**src/design/krt_pkg.sv**
```systemverilog
// ----------------------------------------------------------------------------
// krt_pkg: shared types and constants of the keyed record table
// Field widths, operation and status codes, and the record type held by
// every table cell.
// ----------------------------------------------------------------------------
package krt_pkg;

  // Default number of table cells.
  localparam int DEPTH_DEF = 64;

  // Field widths of the item formats.
  localparam int MODE_W = 2;
  localparam int KEY_W  = 32;
  localparam int AMT_W  = 31;
  localparam int GRP_W  = 16;
  localparam int POS_W  = 6;
  localparam int STAT_W = 3;
  localparam int FILL_W = 7;

  // Operation codes carried in the input tuser.
  typedef enum logic [MODE_W-1:0] {
    MODE_ADD = 2'd0,
    MODE_UPD = 2'd1,
    MODE_DEL = 2'd2,
    MODE_RD  = 2'd3
  } mode_t;

  // Result status codes.
  typedef enum logic [STAT_W-1:0] {
    ST_OK      = 3'd0,
    ST_UNKNOWN = 3'd1,
    ST_EMPTY   = 3'd2,
    ST_FULL    = 3'd3,
    ST_BADPOS  = 3'd4
  } status_t;

  // One table record.
  typedef struct packed {
    logic [KEY_W-1:0] key;
    logic [AMT_W-1:0] amount;
    logic [GRP_W-1:0] group;
  } rec_t;

  // Per-cell write controls for the commit cycle.
  typedef struct packed {
    logic load_rec;   // store a whole new record
    logic load_pay;   // rewrite the two payload words only
    logic take_next;  // copy the right-hand neighbor's record
  } cell_ctl_t;

  // Search broadcast to every cell when an item is accepted.
  typedef struct packed {
    logic             cap;
    logic [KEY_W-1:0] key;
    logic [POS_W-1:0] pos;
  } srch_t;

endpackage

```
**src/design/krt_hit.sv**
```systemverilog
// ----------------------------------------------------------------------------
// krt_hit: first-match resolver
// Turns the registered match vector of the cells into a one-hot mark of the
// lowest matching cell and a mask of that cell and all cells above it.
// ----------------------------------------------------------------------------
module krt_hit #(
  parameter int N = krt_pkg::DEPTH_DEF
) (
  input  logic [N-1:0] match,
  output logic [N-1:0] hit_oh,
  output logic [N-1:0] tail_mask,
  output logic         found
);

  // Lowest set bit isolated by a two's complement add.
  assign hit_oh    = match & (~match + N'(1));
  // Cells at or above the hit; empty when there is no hit.
  assign tail_mask = ~(hit_oh - N'(1));
  assign found     = |match;

endmodule

```
**config.mk**
```make
export PLATFORM = sky130hd
export DESIGN_NAME = krt_hit
export DESIGN_NICKNAME = d
export VERILOG_FILES = /design/src/design/krt_pkg.sv /design/src/design/krt_hit.sv
export SDC_FILE = /design/constraint.sdc
export NUM_CORES = 1
export LEC_CHECK = 0
export BUFFER_PORTS_ARGS = -buffer_cell sky130_fd_sc_hd__clkbuf_2
export CAP_MARGIN = 30
export CORE_AREA = 2 2 75 77
export DETAILED_ROUTE_END_ITERATION = 8
export DIE_AREA = 0 0 77 79
export PLACE_DENSITY = 0.64
export SYNTH_ARGS = -nofsm -noshare
export SYNTH_HDL_FRONTEND = slang
export SYNTH_SLANG_ARGS = --single-unit
```
**constraint.sdc**
```tcl
create_clock -name vclk -period 3.55
set_input_delay 0.355 -clock vclk [all_inputs]
set_output_delay 0.355 -clock vclk [all_outputs]
set_load 0.05 [all_outputs]
```
==> results.md, run 1 <==
* Boundary pin count at 193
* Count of antenna-violating nets left after detailed routing at 0
* Remaining DRCs at 0
* Area share of the largest cell type after synthesis at 10.77%
* Via Count at 2414
* Mapped Area at 1255 µm²
* Initial antenna violation count at 0
* Highest achievable clock rate at 0.3108 GHz
* Setup repair after global routing missed its margin: false
* Average size of a mapped cell at 5.528 µm²
* Number of search-and-repair iterations in the first detailed-routing pass at 4
* GR Util All Layers at 19.81%
* # diodes at 0
* Die extent in x at 77 µm
* Maximum number of pins on one net before global-route repair at 11
* Classification of the worst-slack hold path: in -> out
* Final clock period utilization by the worst path at 90.64%
* Area taken by flip-flops and latches at 0 µm²
* Minimum clock period at 3.218 ns
* Area of the multi-input gates at 1141 µm²
* Largest fanout on the critical path at 9
* Sw Pwr at 0.07183 mW
* Max VDD drop at 0.04451 mV
* Most common cell after layout, fill and taps aside: sky130_fd_sc_hd__clkbuf_2
* Detailed-route wire length at 6559 µm
* Kind of end point of the critical path: output port
* Warning count from the yosys run at 0
* Yosys cell types at 30
* Post-cts repair resize count at 0
* Cell count after placement at 494
* Startpoint type of the worst setup path: input port
* Power share of the sequential group at 0%
* Count of clock-net buffers in the final layout at 0
* FFs & Latches at 0
* Post-synthesis sequential area ratio at 0%
* Result of the run: finished clean
* Logic pwr share at 100.0%
* Total die area at 6083 µm²
* Global-route wire length before repair at 10180 µm
* Cell internal power dissipation at 0.04231 mW
* Worst hold margin at 1.070 ns
* Placement row count at 27
* Routed wirelength normalized by instance count at 13.28 µm
* DP Wirelength at 5883 µm
* Fin. max-slew vios at 0
* Biggest area contributors in the synthesized netlist: sky130_fd_sc_hd__nor2_1, sky130_fd_sc_hd__and3_1, sky130_fd_sc_hd__nor4_1
* Core Box Area at 5338 µm²
* Effective utilization at floorplan at 23.51%
* Detailed Route Iter0 Violations at 61
* Post-CTS setup repair buffer count at 0
* Max Cap Viol at 0
* Proportion of power drawn by the clock network at 0%
* Share of post-route cells with drive strength above 1 at 52.84%
* Layout filler cell count at 608
* Critical path data arrival time at 2.86 ns
* Most used cells in the layout excluding fill and tap cells: sky130_fd_sc_hd__clkbuf_2, sky130_fd_sc_hd__nor2_1, sky130_fd_sc_hd__inv_1
* Number of nets in the layout at 488
* Area growth syn-to-layout at 89.13%
* Final non-filler cell total at 494
* Global route overflow at 0
* Number of hold-slack violations in the final timing report at 0
* Vertical die dimension at 79 µm
* Type of the worst setup path: in -> out
* Headroom to the max-slew limit at 56.87%
* Final estimated routing congestion in global placement at 0.8440
* Total setup violations reported at the end of the flow at 0
* Required time at the worst-slack endpoint at 3.19 ns
* Accumulated negative setup slack at 0 ns
* Port Buffer Count at 193
* Net count after synthesis at 291
* Power per Cell Area at 48.09 nW/µm²
* Post-synthesis cell count at 227
* Leakage at 1.279 nW
* Via-to-Cell Ratio at 4.887
* Yosys top cell by area: sky130_fd_sc_hd__nor2_1
* Pin slew with the least headroom to its limit at 0.6410 ns
* Via count of the first global-routing pass at 2219
* Sw Share at 62.93%
* Hold-fix buffers at CTS at 0
==> synth_stat cells, drive strengths merged <==
cell and count:
and2 14, and3 21, and4 6, buf 3, clkbuf 2, inv 33, nand2 19, nand2b 10
nand3 9, nand4 7, nor2 38, nor2b 1, nor3 10, nor3b 5, nor4 20, nor4b 3
o21bai 2, or2 3, or3 13, or4 8
==> worst max-delay path, stage by stage <==
cell and delay, ns:
sky130_fd_sc_hd__clkbuf_2 0.11, sky130_fd_sc_hd__or4_4 0.55, sky130_fd_sc_hd__nor4_2 0.27, sky130_fd_sc_hd__and3_2 0.27, sky130_fd_sc_hd__inv_2 0.09, sky130_fd_sc_hd__nor4b_2 0.37, sky130_fd_sc_hd__inv_1 0.13, sky130_fd_sc_hd__nor4_2 0.36
sky130_fd_sc_hd__clkbuf_2 0.34
==> final timing paths <==
| check | end | slack [ns] | cells after the start | start |
|---|---|---|---|---|
| max | hit_oh[63] | 0.33 | 9 | match[9] |
| min | tail_mask[0] | 1.07 | 2 | match[0] |
==> metal layers <==
| layer | part of all wire (%) | global-route usage, % |
|---|---|---|
| met5 | 0 | 0 |
| met4 | 1.6 | 3.214 |
| met3 | 9.8 | 4.205 |
| met2 | 54 | 42.28 |
| met1 | 35 | 19.52 |
==> power by group through the flow <==
stage          Clock, mW  Combinational (mW)  Sequential (mW)
6_report               0               0.114                0
5_1_grt                0               0.125                0
4_1_cts                0               0.114                0
3_5_place_dp           0               0.113                0
3_3_place_gp           0               0.112                0
2_1_floorplan          0              0.0450                0
==> layout make-up <==
cell class                 count  area share (%)
inverter                      33           5.219
multi-input combinational    189           48.08
timing repair buffer         200           42.91
tap                           72           3.795
==> cell families after synthesis <==
logic type	share of synthesized area, %
and+or+nand+nor	86.54
AOI/OAI and AO/OA	1.196
buffers and inverters	12.26
==> per-stage QoR <==
stage               utilization, %  total power, mW  setup slack, ns  cell area (µm²)
CTS                          44.47           0.1138           0.3329             2374
floorplan                        -          0.04502          0.04474             1295
global placement             44.47           0.1124           0.3840             2374
global route                 44.47           0.1252          0.09490             2374
detailed placement           44.47           0.1133           0.3307             2374
finish                       44.47           0.1141           0.3324             2374
No activity file was read; power rests on OpenSTA's default activity.
==> run 2: changes to the inputs <==
PLACE_DENSITY = 0.67   (was 0.64)
clock period = 3.4 ns   (was 3.55 ns; I/O delays follow)
==> run 2 against run 1 <==
Final area grew 2.2%. Via count grew 0.46%. Setup slack got worse by 0.13 ns. Global-route usage grew 0.43 points. First-iteration DRC count is the same. Power grew 7.2%. Critical endpoint is now found. Non-clock buffer count is 3 higher. Worst hold slack got worse by 0.023 ns.
==> results.md, run 2 (synthesized netlist as in run 1, its figures left out) <==
* DP Wirelength at 5978 µm (+1.6%)
* Initial antenna violation count at 0 (unchanged)
* Hold-fix buffers at CTS at 0 (unchanged)
* Largest fanout on the critical path at 9 (unchanged)
* Most common cell after layout, fill and taps aside: sky130_fd_sc_hd__clkbuf_2
* Routed wirelength normalized by instance count at 13.20 µm (-0.57%)
* Port Buffer Count at 193 (unchanged)
* # diodes at 0 (unchanged)
* Total die area at 6083 µm² (unchanged)
* Most used cells in the layout excluding fill and tap cells: sky130_fd_sc_hd__clkbuf_2, sky130_fd_sc_hd__nor2_1, sky130_fd_sc_hd__inv_1
* FFs & Latches at 0 (unchanged)
* Number of buffers and inverters on the critical path at 3 (-1)
* Via count of the first global-routing pass at 2297 (+3.5%)
* Placement row count at 27 (unchanged)
* Leakage at 1.319 nW (+3.1%)
* Number of nets in the layout at 491 (+0.61%)
* Core Box Area at 5338 µm² (unchanged)
* Boundary pin count at 193 (unchanged)
* Minimum setup slack in the final design at 0.2022 ns (-0.1303 ns)
* Pin slew with the least headroom to its limit at 0.5842 ns (-0.05679 ns)
* Global route overflow at 0 (unchanged)
* Area growth syn-to-layout at 93.22%
* GR Util All Layers at 20.24% (+0.43 points)
* Vertical die dimension at 79 µm (unchanged)
* Global-route wire length before repair at 10410 µm (+2.2%)
* Startpoint type of the worst setup path: input port
* Headroom to the max-slew limit at 60.69% (+3.8 points)
* Effective utilization at floorplan at 23.51% (unchanged)
* Cell count after placement at 497 (+0.61%)
* Share of post-route cells with drive strength above 1 at 53.65% (+0.80 points)
* Worst-case setup slack after placement at 0.2201 ns (-0.1107 ns)
* Count of antenna-violating nets left after detailed routing at 0 (unchanged)
* Number of search-and-repair iterations in the first detailed-routing pass at 4 (unchanged)
* Classification of the worst-slack hold path: in -> out
* Critical path data arrival time at 2.86 ns (about the same)
* CP peak stage delay at 0.68 ns (+0.13 ns)
* Result of the run: finished clean
* Via Count at 2425 (+0.46%)
* Maximum number of pins on one net before global-route repair at 11 (unchanged)
* Final clock period utilization by the worst path at 94.05%
* List of cells traversed by the critical path: clkbuf_2 -> or4_4 -> nor4_2 -> and3_2 -> inv_2 -> or4_1 -> o21bai_1 -> clkbuf_2
* Detailed Route Iter0 Violations at 61 (unchanged)
* Die extent in x at 77 µm (unchanged)
* Post-CTS setup repair buffer count at 0 (unchanged)
* Remaining DRCs at 0 (unchanged)
* Minimum clock period at 3.198 ns
* Detailed-route wire length at 6561 µm (about the same)
* Family with the most delay on the worst path: simple AND/OR/NAND/NOR gates
* Area taken by flip-flops and latches at 0 µm² (unchanged)
* Type of the worst setup path: in -> out
* Most Frequent Cell on Critical Path: sky130_fd_sc_hd__clkbuf_2
* Setup repair after global routing missed its margin: false
* Highest achievable clock rate at 0.3127 GHz
* Accumulated negative setup slack at 0 ns (unchanged)
* Max Cap Viol at 0 (unchanged)
* Final Util at 45.43% (+0.96 points)
* Total Power at 0.1223 mW (+7.2%)
* Number of hold-slack violations in the final timing report at 0 (unchanged)
* Count of clock-net buffers in the final layout at 0 (unchanged)
* Power per Cell Area at 50.45 nW/µm² (+4.9%)
* Required time at the worst-slack endpoint at 3.06 ns (-0.13 ns)
* Final non-filler cell total at 497 (+0.61%)
* Final estimated routing congestion in global placement at 0.8580 (+1.7%)
* Total setup violations reported at the end of the flow at 0 (unchanged)
* Post-cts repair resize count at 0 (unchanged)
* CP max stage cell: sky130_fd_sc_hd__or4_1
* Via-to-Cell Ratio at 4.879 (-0.15%)
* Max VDD drop at 0.05720 mV (+29%)
* Fin. max-slew vios at 0 (unchanged)
* Kind of end point of the critical path: output port
==> run 2: final cells by class <==
cell class | count | area (µm²)
fillers | 590 | 2913
inverters | 33 | 123.9
multi-input cells | 189 | 1170
well taps | 72 | 90.09
repair buffers | 203 | 1041
==> run 2: power breakdown <==
part	switching [mW]	leakage [nW]	total (mW)	internal, mW
clock network	0	0	0	0
registers	0	0	0	0
logic	0.0765	1.32	0.122	0.0458
total	0.0765	1.32	0.122	0.0458
==> run 2: per-stage QoR <==
stage / cell area, µm² / hold slack (ns)
6_report: 2425 / 1.047
5_1_grt: 2425 / 1.058
4_1_cts: 2425 / 1.047
3_5_place_dp: 2425 / 1.045
3_3_place_gp: 2425 / 1.039
2_1_floorplan: 1324 / 0.7455
==> run 2: layer usage <==
layer  track usage [%]  wire length [µm]
met5                 0                 0
met3             4.545               727
met2             42.37              3517
met4             5.357               170
met1             19.66              2147
==> run 2: path summary, 6_finish.rpt <==
path	startpoint	end	slack, ns	depth (start not counted)
hold / removal	match[0]	tail_mask[0]	1.05	2
setup / recovery	match[9]	found	0.20	8
