### src/design/krt_pkg.sv
// ----------------------------------------------------------------------------
// krt_pkg: shared types and constants of the keyed record table
// Field widths, operation and status codes, and the record type held by
// every table cell.
// ----------------------------------------------------------------------------
package krt_pkg;

  // Default number of table cells.
  localparam int DEPTH_DEF = 64;

  // Field widths of the item formats.
  localparam int MODE_W = 2;
  localparam int KEY_W  = 32;
  localparam int AMT_W  = 31;
  localparam int GRP_W  = 16;
  localparam int POS_W  = 6;
  localparam int STAT_W = 3;
  localparam int FILL_W = 7;

  // Operation codes carried in the input tuser.
  typedef enum logic [MODE_W-1:0] {
    MODE_ADD = 2'd0,
    MODE_UPD = 2'd1,
    MODE_DEL = 2'd2,
    MODE_RD  = 2'd3
  } mode_t;

  // Result status codes.
  typedef enum logic [STAT_W-1:0] {
    ST_OK      = 3'd0,
    ST_UNKNOWN = 3'd1,
    ST_EMPTY   = 3'd2,
    ST_FULL    = 3'd3,
    ST_BADPOS  = 3'd4
  } status_t;

  // One table record.
  typedef struct packed {
    logic [KEY_W-1:0] key;
    logic [AMT_W-1:0] amount;
    logic [GRP_W-1:0] group;
  } rec_t;

  // Per-cell write controls for the commit cycle.
  typedef struct packed {
    logic load_rec;   // store a whole new record
    logic load_pay;   // rewrite the two payload words only
    logic take_next;  // copy the right-hand neighbor's record
  } cell_ctl_t;

  // Search broadcast to every cell when an item is accepted.
  typedef struct packed {
    logic             cap;
    logic [KEY_W-1:0] key;
    logic [POS_W-1:0] pos;
  } srch_t;

endpackage

### src/design/krt_cell.sv
// ----------------------------------------------------------------------------
// krt_cell: one table cell
// Holds one record, compares it against the broadcast search key and
// position, and loads, rewrites or takes its neighbor's record on commit.
// ----------------------------------------------------------------------------
module krt_cell #(
  parameter int IDX = 0
) (
  input  logic              clk,
  input  krt_pkg::srch_t    srch,
  input  logic              vld,
  input  krt_pkg::cell_ctl_t ctl,
  input  krt_pkg::rec_t     wr_rec,
  input  krt_pkg::rec_t     nbr_rec,
  output krt_pkg::rec_t     rec_r,
  output logic              match_r,
  output logic              sel_r
);

  krt_pkg::rec_t rec_nxt;
  logic          match_nxt;
  logic          sel_nxt;

  // Compare results are captured when an item is taken in.
  always_comb begin
    match_nxt = match_r;
    sel_nxt   = sel_r;
    if (srch.cap) begin
      match_nxt = vld && (rec_r.key == srch.key);
      sel_nxt   = (32'(IDX) == 32'(srch.pos));
    end
  end

  // Record update: append, payload rewrite or shift down for a delete.
  always_comb begin
    rec_nxt = rec_r;
    if (ctl.load_rec) begin
      rec_nxt = wr_rec;
    end else if (ctl.load_pay) begin
      rec_nxt.amount = wr_rec.amount;
      rec_nxt.group  = wr_rec.group;
    end else if (ctl.take_next) begin
      rec_nxt = nbr_rec;
    end
  end

  always_ff @(posedge clk) begin
    rec_r   <= rec_nxt;
    match_r <= match_nxt;
    sel_r   <= sel_nxt;
  end

endmodule

### config.mk
export PLATFORM = sky130hd
export DESIGN_NAME = krt_cell
export DESIGN_NICKNAME = d
export VERILOG_FILES = /design/src/design/krt_pkg.sv /design/src/design/krt_cell.sv
export SDC_FILE = /design/constraint.sdc
export NUM_CORES = 1
export LEC_CHECK = 0
export ABC_AREA = 0
export BUFFER_PORTS_ARGS = -buffer_cell sky130_fd_sc_hd__buf_4
export CORE_ASPECT_RATIO = 0.6
export CORE_MARGIN = 4
export CORE_UTILIZATION = 44
export CTS_CLUSTER_SIZE = 24
export DETAILED_ROUTE_END_ITERATION = 7
export PLACE_DENSITY = 0.95
export REMOVE_ABC_BUFFERS = 1
export SETUP_SLACK_MARGIN = 0.2
export SKIP_CTS_REPAIR_TIMING = 1
export SLEW_MARGIN = 0
export SYNTH_ARGS = -nofsm -noshare
export SYNTH_HDL_FRONTEND = slang
export SYNTH_SLANG_ARGS = --single-unit
export TNS_END_PERCENT = 1
### constraint.sdc
create_clock -name clk -period 4 [get_ports clk]
set_clock_uncertainty 0.1 [all_clocks]
set_input_delay 0.8 -clock clk [delete_from_list [all_inputs] [get_ports clk]]
set_output_delay 0.8 -clock clk [all_outputs]
set_load 0.01 [all_outputs]
==> results of run 1 <==
## routing by layer
metal,wire length (µm),GRT usage (%),vias to the layer above
li1,-,-,1415
met1,4148,21.93,1443
met2,6600,40.54,159
met3,1124,8.147,14
met4,147,7.054,0
met5,0,0,-
## final timing paths
| path | cells past startpoint | slack [ns] | endpoint |
|---|---|---|---|
| max | 2 | 1.70 | rec_r[0] |
| min | 1 | 0.59 | sel_r |
| max reg2reg | 4 | 2.29 | match_r |
| min reg2reg | 3 | 0.64 | match_r |
## flip-flops by register name, summed over array words and instances, names as in the netlist
register and cells:
sel_r 1, rec_r 79, match_r 1
## cells by family (layout without fill, tap and decap cells)
| group | count (synthesis) | in the layout | share of synthesized area (%) |
|---|---|---|---|
| compound gates | 1 | 1 | 0.1910 |
| xor+xnor | 32 | 32 | 7.129 |
| flops | 81 | 81 | 61.87 |
| mux | 79 | 79 | 25.49 |
| simple gates | 16 | 16 | 2.546 |
| buf+inv | 10 | 301 | 2.769 |
## area by class of cell
| cell class | instances | area, µm² |
|---|---|---|
| Sequential cell | 81 | 2432 |
| Fill cell | 570 | 2166 |
| Timing Repair Buffer | 284 | 2145 |
| Multi-Input combinational cell | 128 | 1391 |
| Clock buffer | 9 | 225.2 |
| Tap cell | 112 | 140.1 |
| Clock inverter | 7 | 85.08 |
| Inverter | 1 | 3.754 |
## report_power, final
| part | leakage [nW] | total, mW | switching, mW | internal (mW) |
|---|---|---|---|---|
| Combinational | 1.94 | 0.514 | 0.191 | 0.323 |
| Sequential | 0.828 | 1.09 | 0.0465 | 1.04 |
| Clock | 0.150 | 0.847 | 0.308 | 0.540 |
## stage by stage
step	worst slack, ns	hold slack, ns	util [%]	cells
6_report	1.696	0.5906	74.78	622
5_1_grt	1.564	0.5654	74.78	622
4_1_cts	1.685	0.5696	74.78	622
3_5_place_dp	1.336	0.6264	71.17	606
3_3_place_gp	1.392	0.6100	71.17	606
2_1_floorplan	1.463	0.6388	-	210
## layout by cell type, fill, tap and decap left out
cell type     n
inv_1         1
clkbuf_16     9
mux2_2       49
nor2_4        1
nand3_1       2
clkinv_1      2
xor2_1       31
nand4_1       1
mux2_4       30
buf_4       283
clkinv_2      2
clkinvlp_4    1
nor3_1        3
or3_2         1
xnor2_1       1
edfxtp_1     81
bufinv_16     2
nor4_1        7
buf_12        1
a21o_1        1
or4_1         1
==> summary.md, run 1 <==
| Metric | Value |
|---|---|
| Worst setup SP type | input pin |
| Starting DRT DRC Count | 100 |
| CP max FO | 47 |
| Post-synthesis cell type count | 18 |
| # clock sinks | 81 |
| Drt first pass iters | 4 |
| Share of flip-flops with an asynchronous set or reset | 0% |
| Setup crit end kind | flop |
| Min cycle time layout | 2.304 ns |
| Part of the cycle the worst path needs | 57.59% |
| H-tree depth | 3 |
| First-pass GRT wire length | 16790 µm |
| Initial antenna violation count | 0 |
| Arrival time at the worst endpoint | 2.15 ns |
| Vias in the first global route | 3280 |
| Final ANT Viol Nets | 0 |
| Initial Util | 45.78% |
| Setup TNS | 0 ns |
| Area growth syn-to-layout | 63.37% |
| # DRC | 0 |
| Synth top cells by count | 81 x edfxtp_1, 49 x mux2_2, 31 x xor2_1 |
| Hold Fails Final Rpt | 0 |
| Clk slew on worst S/H paths | 0.06 ns |
| Placed Area | 6112 µm² |
| Crit-path cells | buf_4, or3_2 |
| DIE HEIGHT | 81.22 µm |
| Die area | 10560 µm² |
| Die Wd | 130.0 µm |
| Overflow after GRT | 0 |
| Rel. slew slack | 29.03% |
| Number of buffers created by CTS | 9 |
| Total GRT Usage | 21.45% |
| Total power | 2.451 mW |
| Fmax | 434.1 MHz |
| Largest stage delay, worst path | 0.92 ns |
| Yosys Warn Count | 0 |
| HP Start | srch[38] |
| Post-Syn Instances | 219 |
| Synth area leader | edfxtp_1 |
| Post-synth top area share | 61.87% |
| Hold Crit Class | input pin to flop |
| Crit path max-delay family | simple AND/OR/NAND/NOR gates |
| CP bufs+invs | 1 |
| Root Buffer | clkbuf_16 |
| Avg WL per Cell | 19.33 µm |
| CP max stage cell | or3_2 |
| Vias per inst | 4.873 |
| Critical Path RT | 3.85 ns |
| Core Box Area | 8588 µm² |
| Synthesized area per cell | 17.95 µm² |
| Seq/Total Area, Yosys | 61.87% |
| Gp weighted congestion | 0.8146 |
| Crit Path Class | input pin to flop |
| Main area contributors after synthesis | edfxtp_1 62%, mux2_2 14%, mux2_4 11% |
| Max-slew violations | 0 |
| Worst-Margin Slew | 1.065 ns |
| CTS tree | done |
| Final-stage net count | 707 |
| Synth Cell Area | 3931 µm² |
| Max Cap Viol | 0 |
| VDD IR max | 0.0002353 V |
| Layout cell share with drive strength beyond 1 | 74.31% |
| Diodes inserted | 0 |
| Unrepaired setup endpoints after global routing | false |
| Row cnt | 26 |
| Crit path from | ctl[2] |
| Pin count of the biggest net entering global routing | 48 |
| Post-route cell area | 6422 µm² |
| Status | completed |
| Vias post-DR | 3031 |
| DRT Wirelength | 12020 µm |
| Final-report setup violation count | 0 |
| Pwr dens | 381.6 nW/µm² |
| PortBufs | 282 |
| #FFs+latches synth | 81 |
| Worst-Skew Late Latency | 0.33 ns |
| Most common cell in the netlist | edfxtp_1 |
| Lkg Pwr | 2.917 nW |
| Max clock buf depth | 2 |
| Top FF cell, synth | edfxtp_1 |
| Io pins | 283 |
| EDFF count, synth | 81 |
| Hpwl dp | 9903 µm |
| RR Startpoint | rec_r[53] |
No activity file was read; power rests on OpenSTA's default activity.
==> inputs of run 2 (changes only) <==
- CORE_UTILIZATION: 44 -> 37
- PLACE_DENSITY: 0.95 -> 0.88
- clock period: 4 -> 1.9 ns (I/O delays scaled with it)
==> run 2 against run 1 <==
Effect of this change:
- combinational power increased by 120%
- power increased by 110%
- via count decreased by 0.82%
- routed wire length increased by 3.1%
- clock power increased by 98%
- final area increased by 1.4%
- largest cell class unchanged
- largest power group unchanged
- highest routed layer unchanged
==> summary.md, run 2 (synthesis results as in run 1) <==
| Metric | Value |
|---|---|
| # DRC | 0 |
| Max clock buf depth | 2 |
| Hold Fails Final Rpt | 0 |
| Die Wd | 141.1 µm |
| Gp weighted congestion | 0.8615 |
| Hold Crit Class | input pin to flop |
| Commonest non-fill, non-tap cell in the layout | buf_4 |
| Setup crit end kind | flop |
| Worst-Skew Late Latency | 0.32 ns |
| Setup TNS | 0 ns |
| Worst-Margin Slew | 0.3422 ns |
| Pre-CTS WS | -0.002004 ns |
| Area of the multi-input gates | 1409 µm² |
| Fmax | 626.4 MHz |
| Lkg Pwr | 2.941 nW |
| Overflow after GRT | 0 |
| Status | completed |
| GR Util met2 | 35.68% |
| Vias in the first global route | 3286 |
| Final ANT Viol Nets | 0 |
| Worst setup SP type | flop |
| Row cnt | 28 |
| Grt met1 use | 18.59% |
| Core Util, Final | 64.57% |
| Root Buffer | clkbuf_16 |
| Area growth syn-to-layout | 65.72% |
| Max-slew violations | 0 |
| GR met3 Demand/Resource | 9.111% |
| Starting DRT DRC Count | 103 |
| Placed insts | 633 |
| Layout cell share with drive strength beyond 1 | 75.10% |
| Max Cap Viol | 0 |
| Initial Util | 38.96% |
| Final-stage net count | 711 |
| Die area | 12390 µm² |
| Total GRT Usage | 18.65% |
| GR peak layer | met2 |
| Vias post-DR | 3006 |
| Final worst slack | 0.3036 ns |
| VDD IR max | 0.0004245 V |
| Max FFs per register | 79 |
| Pwr dens | 779.7 nW/µm² |
| Final-report setup violation count | 0 |
| DIE HEIGHT | 87.85 µm |
| Top flop regs | rec_r x79, match_r x1, sel_r x1 |
| Core Box Area | 10090 µm² |
| Clk slew on worst S/H paths | 0.06 ns |
| Crit Path Class | flop to flop |
| Number of buffers created by CTS | 9 |
| Arrival time at the worst endpoint | 1.67 ns |
| Io pins | 283 |
| Most frequent cells in the layout | 284 x buf_4, 81 x edfxtp_1, 49 x mux2_2, 31 x xor2_1, 30 x mux2_4 |
| Largest Register | rec_r |
| Unrepaired setup endpoints after global routing | false |
| Min cycle time layout | 1.596 ns |
| Placed Area | 6208 µm² |
| Post-route cell area | 6515 µm² |
| Drt first pass iters | 4 |
| Hpwl dp | 10340 µm |
| Diodes inserted | 0 |
| Fin cells | 649 |
| # fillers | 767 |
| Vias per inst | 4.632 |
| First-pass GRT wire length | 17370 µm |
| Critical Path RT | 1.97 ns |
| # clock sinks | 81 |
| Rel. slew slack | 77.00% |
| Pin count of the biggest net entering global routing | 48 |
| Initial antenna violation count | 0 |
| Part of the cycle the worst path needs | 84.02% |
| Avg WL per Cell | 19.10 µm |
| DRT Wirelength | 12400 µm |
| H-tree depth | 3 |
| CP max FO | 2 |
| Seq. cell area | 2432 µm² |
| PortBufs | 282 |
| CTS tree | done |
## run 2: changes by cell type in the layout (fill, tap and decap cells not counted), moves of 2 or more
cell,previous run,this run
buf_12,1,4
nor4_2,0,2
nor4_1,7,5
clkinv_1,2,0
clkbuf_1,0,2
## run 2: area by class of cell
class	count	share of cell area (%)
inverters	1	0.05761
clock inverters	5	0.8642
well taps	135	2.593
clock buffers	11	3.572
multi-input cells	128	21.62
flip-flops and latches	81	37.33
repair buffers	288	33.95
## run 2: power breakdown
part / switching [mW] / internal [mW] / total, mW
Sequential: 0.0963 / 2.20 / 2.29
Clock: 0.662 / 1.02 / 1.68
Combinational: 0.414 / 0.695 / 1.11
Total: 1.17 / 3.91 / 5.08
## run 2: path summary, 6_finish.rpt
check,cells past startpoint,startpoint,slack [ns],to
max,4,rec_r[63],0.30,match_r
min,1,srch[38],0.17,sel_r
max reg2reg,4,rec_r[63],0.30,match_r
min reg2reg,3,rec_r[49],0.67,match_r
## run 2: per-stage QoR
stage | hold WS, ns | power, mW
finish | 0.1654 | 5.080
global route | 0.1437 | 5.305
detailed placement | 0.4924 | 3.445
floorplan | 0.3925 | 2.701
global placement | 0.4992 | 3.405
CTS | 0.1457 | 5.142
## run 2: critical path, stage by stage, from the launching register on
cell and delay, ns:
edfxtp_1 0.44, xor2_1 0.18, nor4_2 0.39, nand4_1 0.19, nor3_2 0.14
## run 2: metal layers
metal,vias up,share of wire (%)
li1,1421,-
met4,0,0.84
met1,1421,34
met3,13,11
met5,-,0
met2,151,55
==> inputs of run 3 (changes only) <==
- CORE_UTILIZATION: 37 -> 41
- PLACE_DENSITY: 0.88 -> 0.92
- clock period: 1.9 -> 1.65 ns (I/O delays scaled with it)
==> run 3 against run 2 <==
Effect of this change:
- the run now ends with setup timing left
- non-clock buffer count grew 2
- cell count shrank 0.46%
- routed wire length shrank 3.3%
- clock-buffer cell count shrank 1
- power grew 15%
- register-to-register slack lost 0.36 ns
- sequential share of layout area is essentially flat
- global-route usage grew 1.7 points
- first-iteration DRC count shrank 20%
- critical endpoint unchanged
- highest routed layer unchanged
==> summary.md, run 3 (synthesis results as in run 1) <==
| Metric | Value |
|---|---|
| Final-stage net count | 713 |
| Hold Crit Class | input pin to flop |
| Layout cell share with drive strength beyond 1 | 75.00% |
| Vias post-DR | 3059 |
| Status | finished with violations |
| Starting DRT DRC Count | 82 |
| CP max FO | 2 |
| # clock sinks | 81 |
| Hpwl dp | 9684 µm |
| Lkg Pwr | 2.946 nW |
| Commonest non-fill, non-tap cell in the layout | buf_4 |
| Part of the cycle the worst path needs | 103.3% |
| Critical Path RT | 1.72 ns |
| Worst-Margin Slew | 0.3695 ns |
| Setup TNS | -0.05520 ns |
| Final-report setup violation count | 1 |
| Max Cap Viol | 0 |
| Area growth syn-to-layout | 65.63% |
| Max FFs per register | 79 |
| Unrepaired setup endpoints after global routing | true |
| Row cnt | 27 |
| Sequential share of power | 45.3% |
| Io pins | 283 |
| First-pass GRT wire length | 17660 µm |
| Largest Register | rec_r |
| DIE HEIGHT | 83.85 µm |
| Crit Path Class | flop to flop |
| Cell-internal power | 4.495 mW |
| Comb power frac | 21.9% |
| Hold Fails Final Rpt | 0 |
| H-tree depth | 3 |
| Core Util, Final | 70.34% |
| Violated checks | setup timing |
| Worst-Skew Late Latency | 0.32 ns |
| Die area | 11270 µm² |
| Vias per inst | 4.735 |
| Core Box Area | 9256 µm² |
| Total power | 5.823 mW |
| Clk slew on worst S/H paths | 0.06 ns |
| Setup crit end kind | flop |
| Total GRT Usage | 20.38% |
| Avg WL per Cell | 18.56 µm |
| Top flop regs | rec_r x79, match_r x1, sel_r x1 |
| Gp weighted congestion | 0.8234 |
| Pwr dens | 894.4 nW/µm² |
| CTS tree | done |
| Arrival time at the worst endpoint | 1.77 ns |
| Diodes inserted | 0 |
| Overflow after GRT | 0 |
| Rel. slew slack | 75.14% |
| Most frequent cells in the layout | 285 x buf_4, 81 x edfxtp_1, 49 x mux2_2, 31 x xor2_1, 30 x mux2_4 |
| Die Wd | 134.4 µm |
| Placed Area | 6190 µm² |
| Pin count of the biggest net entering global routing | 48 |
| PortBufs | 282 |
| Drt first pass iters | 4 |
| Worst setup SP type | flop |
| Number of buffers created by CTS | 9 |
| Post-route cell area | 6511 µm² |
| Final worst slack | -0.05520 ns |
| Switching pwr | 1.328 mW |
| VDD IR max | 0.0006571 V |
| # DRC | 0 |
| Root Buffer | clkbuf_16 |
| Max clock buf depth | 2 |
| DRT Wirelength | 11990 µm |
| Net Sw Frac | 22.81% |
| # fillers | 656 |
| Clock power share | 32.8% |
| Fmax | 586.4 MHz |
| Initial antenna violation count | 0 |
| Min cycle time layout | 1.705 ns |
| Initial Util | 42.47% |
| Max-slew violations | 0 |
| Final ANT Viol Nets | 0 |
| Vias in the first global route | 3393 |
run 3: cell types whose count changed in the layout (fill, tap and decap cells not counted), sizes merged:
cell,previous run,this run
buf,288,290
clkinvlp,1,2
clkbuf,11,10
run 3: area by class of cell:
| cell class | instances | area, µm² | share of cell area, % |
|---|---|---|---|
| flip-flops and latches | 81 | 2432 | 37.36 |
| repair buffers | 290 | 2222 | 34.13 |
| multi-input cells | 128 | 1403 | 21.54 |
| clock buffers | 10 | 229.0 | 3.517 |
| well taps | 130 | 162.7 | 2.498 |
| clock inverters | 6 | 58.81 | 0.9032 |
| inverters | 1 | 3.754 | 0.05765 |
run 3: per-stage QoR:
stage	setup slack, ns	hold slack [ns]	cells
finish	-0.05520	0.1109	646
global route	-0.1076	0.09833	646
CTS	-0.2686	0.09422	644
detailed placement	-0.2704	0.4427	628
global placement	-0.1708	0.4433	628
floorplan	-0.4169	0.3425	210
run 3: layer usage:
| metal | routed length (µm) | track usage (%) | up-vias | share of wire (%) |
|---|---|---|---|---|
| met1 | 4349 | 21.63 | 1443 | 36 |
| met4 | 326 | 7.486 | 0 | 2.7 |
| met2 | 6343 | 37.42 | 162 | 53 |
| met3 | 970 | 6.988 | 28 | 8.1 |
| met5 | 0 | 0 | - | 0 |
| li1 | - | - | 1426 | - |
run 3: power groups by stage:
stage / clock network (mW) / logic (mW) / registers [mW]
2_1_floorplan: 0 / 0.330 / 2.78
3_3_place_gp: 0 / 1.23 / 2.67
3_5_place_dp: 0 / 1.27 / 2.68
4_1_cts: 1.97 / 1.27 / 2.64
5_1_grt: 2.05 / 1.36 / 2.66
6_report: 1.91 / 1.27 / 2.64
run 3: final timing paths:
| kind | start | end | slack, ns | cells after the start |
|---|---|---|---|---|
| hold / removal | srch[38] | sel_r | 0.11 | 1 |
| setup reg to reg | rec_r[63] | match_r | -0.06 | 4 |
| hold reg to reg | rec_r[49] | match_r | 0.64 | 3 |
| setup / recovery | rec_r[63] | match_r | -0.06 | 4 |
run 3: critical path, stage by stage, from the launching register on:
cell	delay, ns
edfxtp_1	0.41
xor2_1	0.17
nor4_2	0.38
nand4_1	0.27
nor3_2	0.22
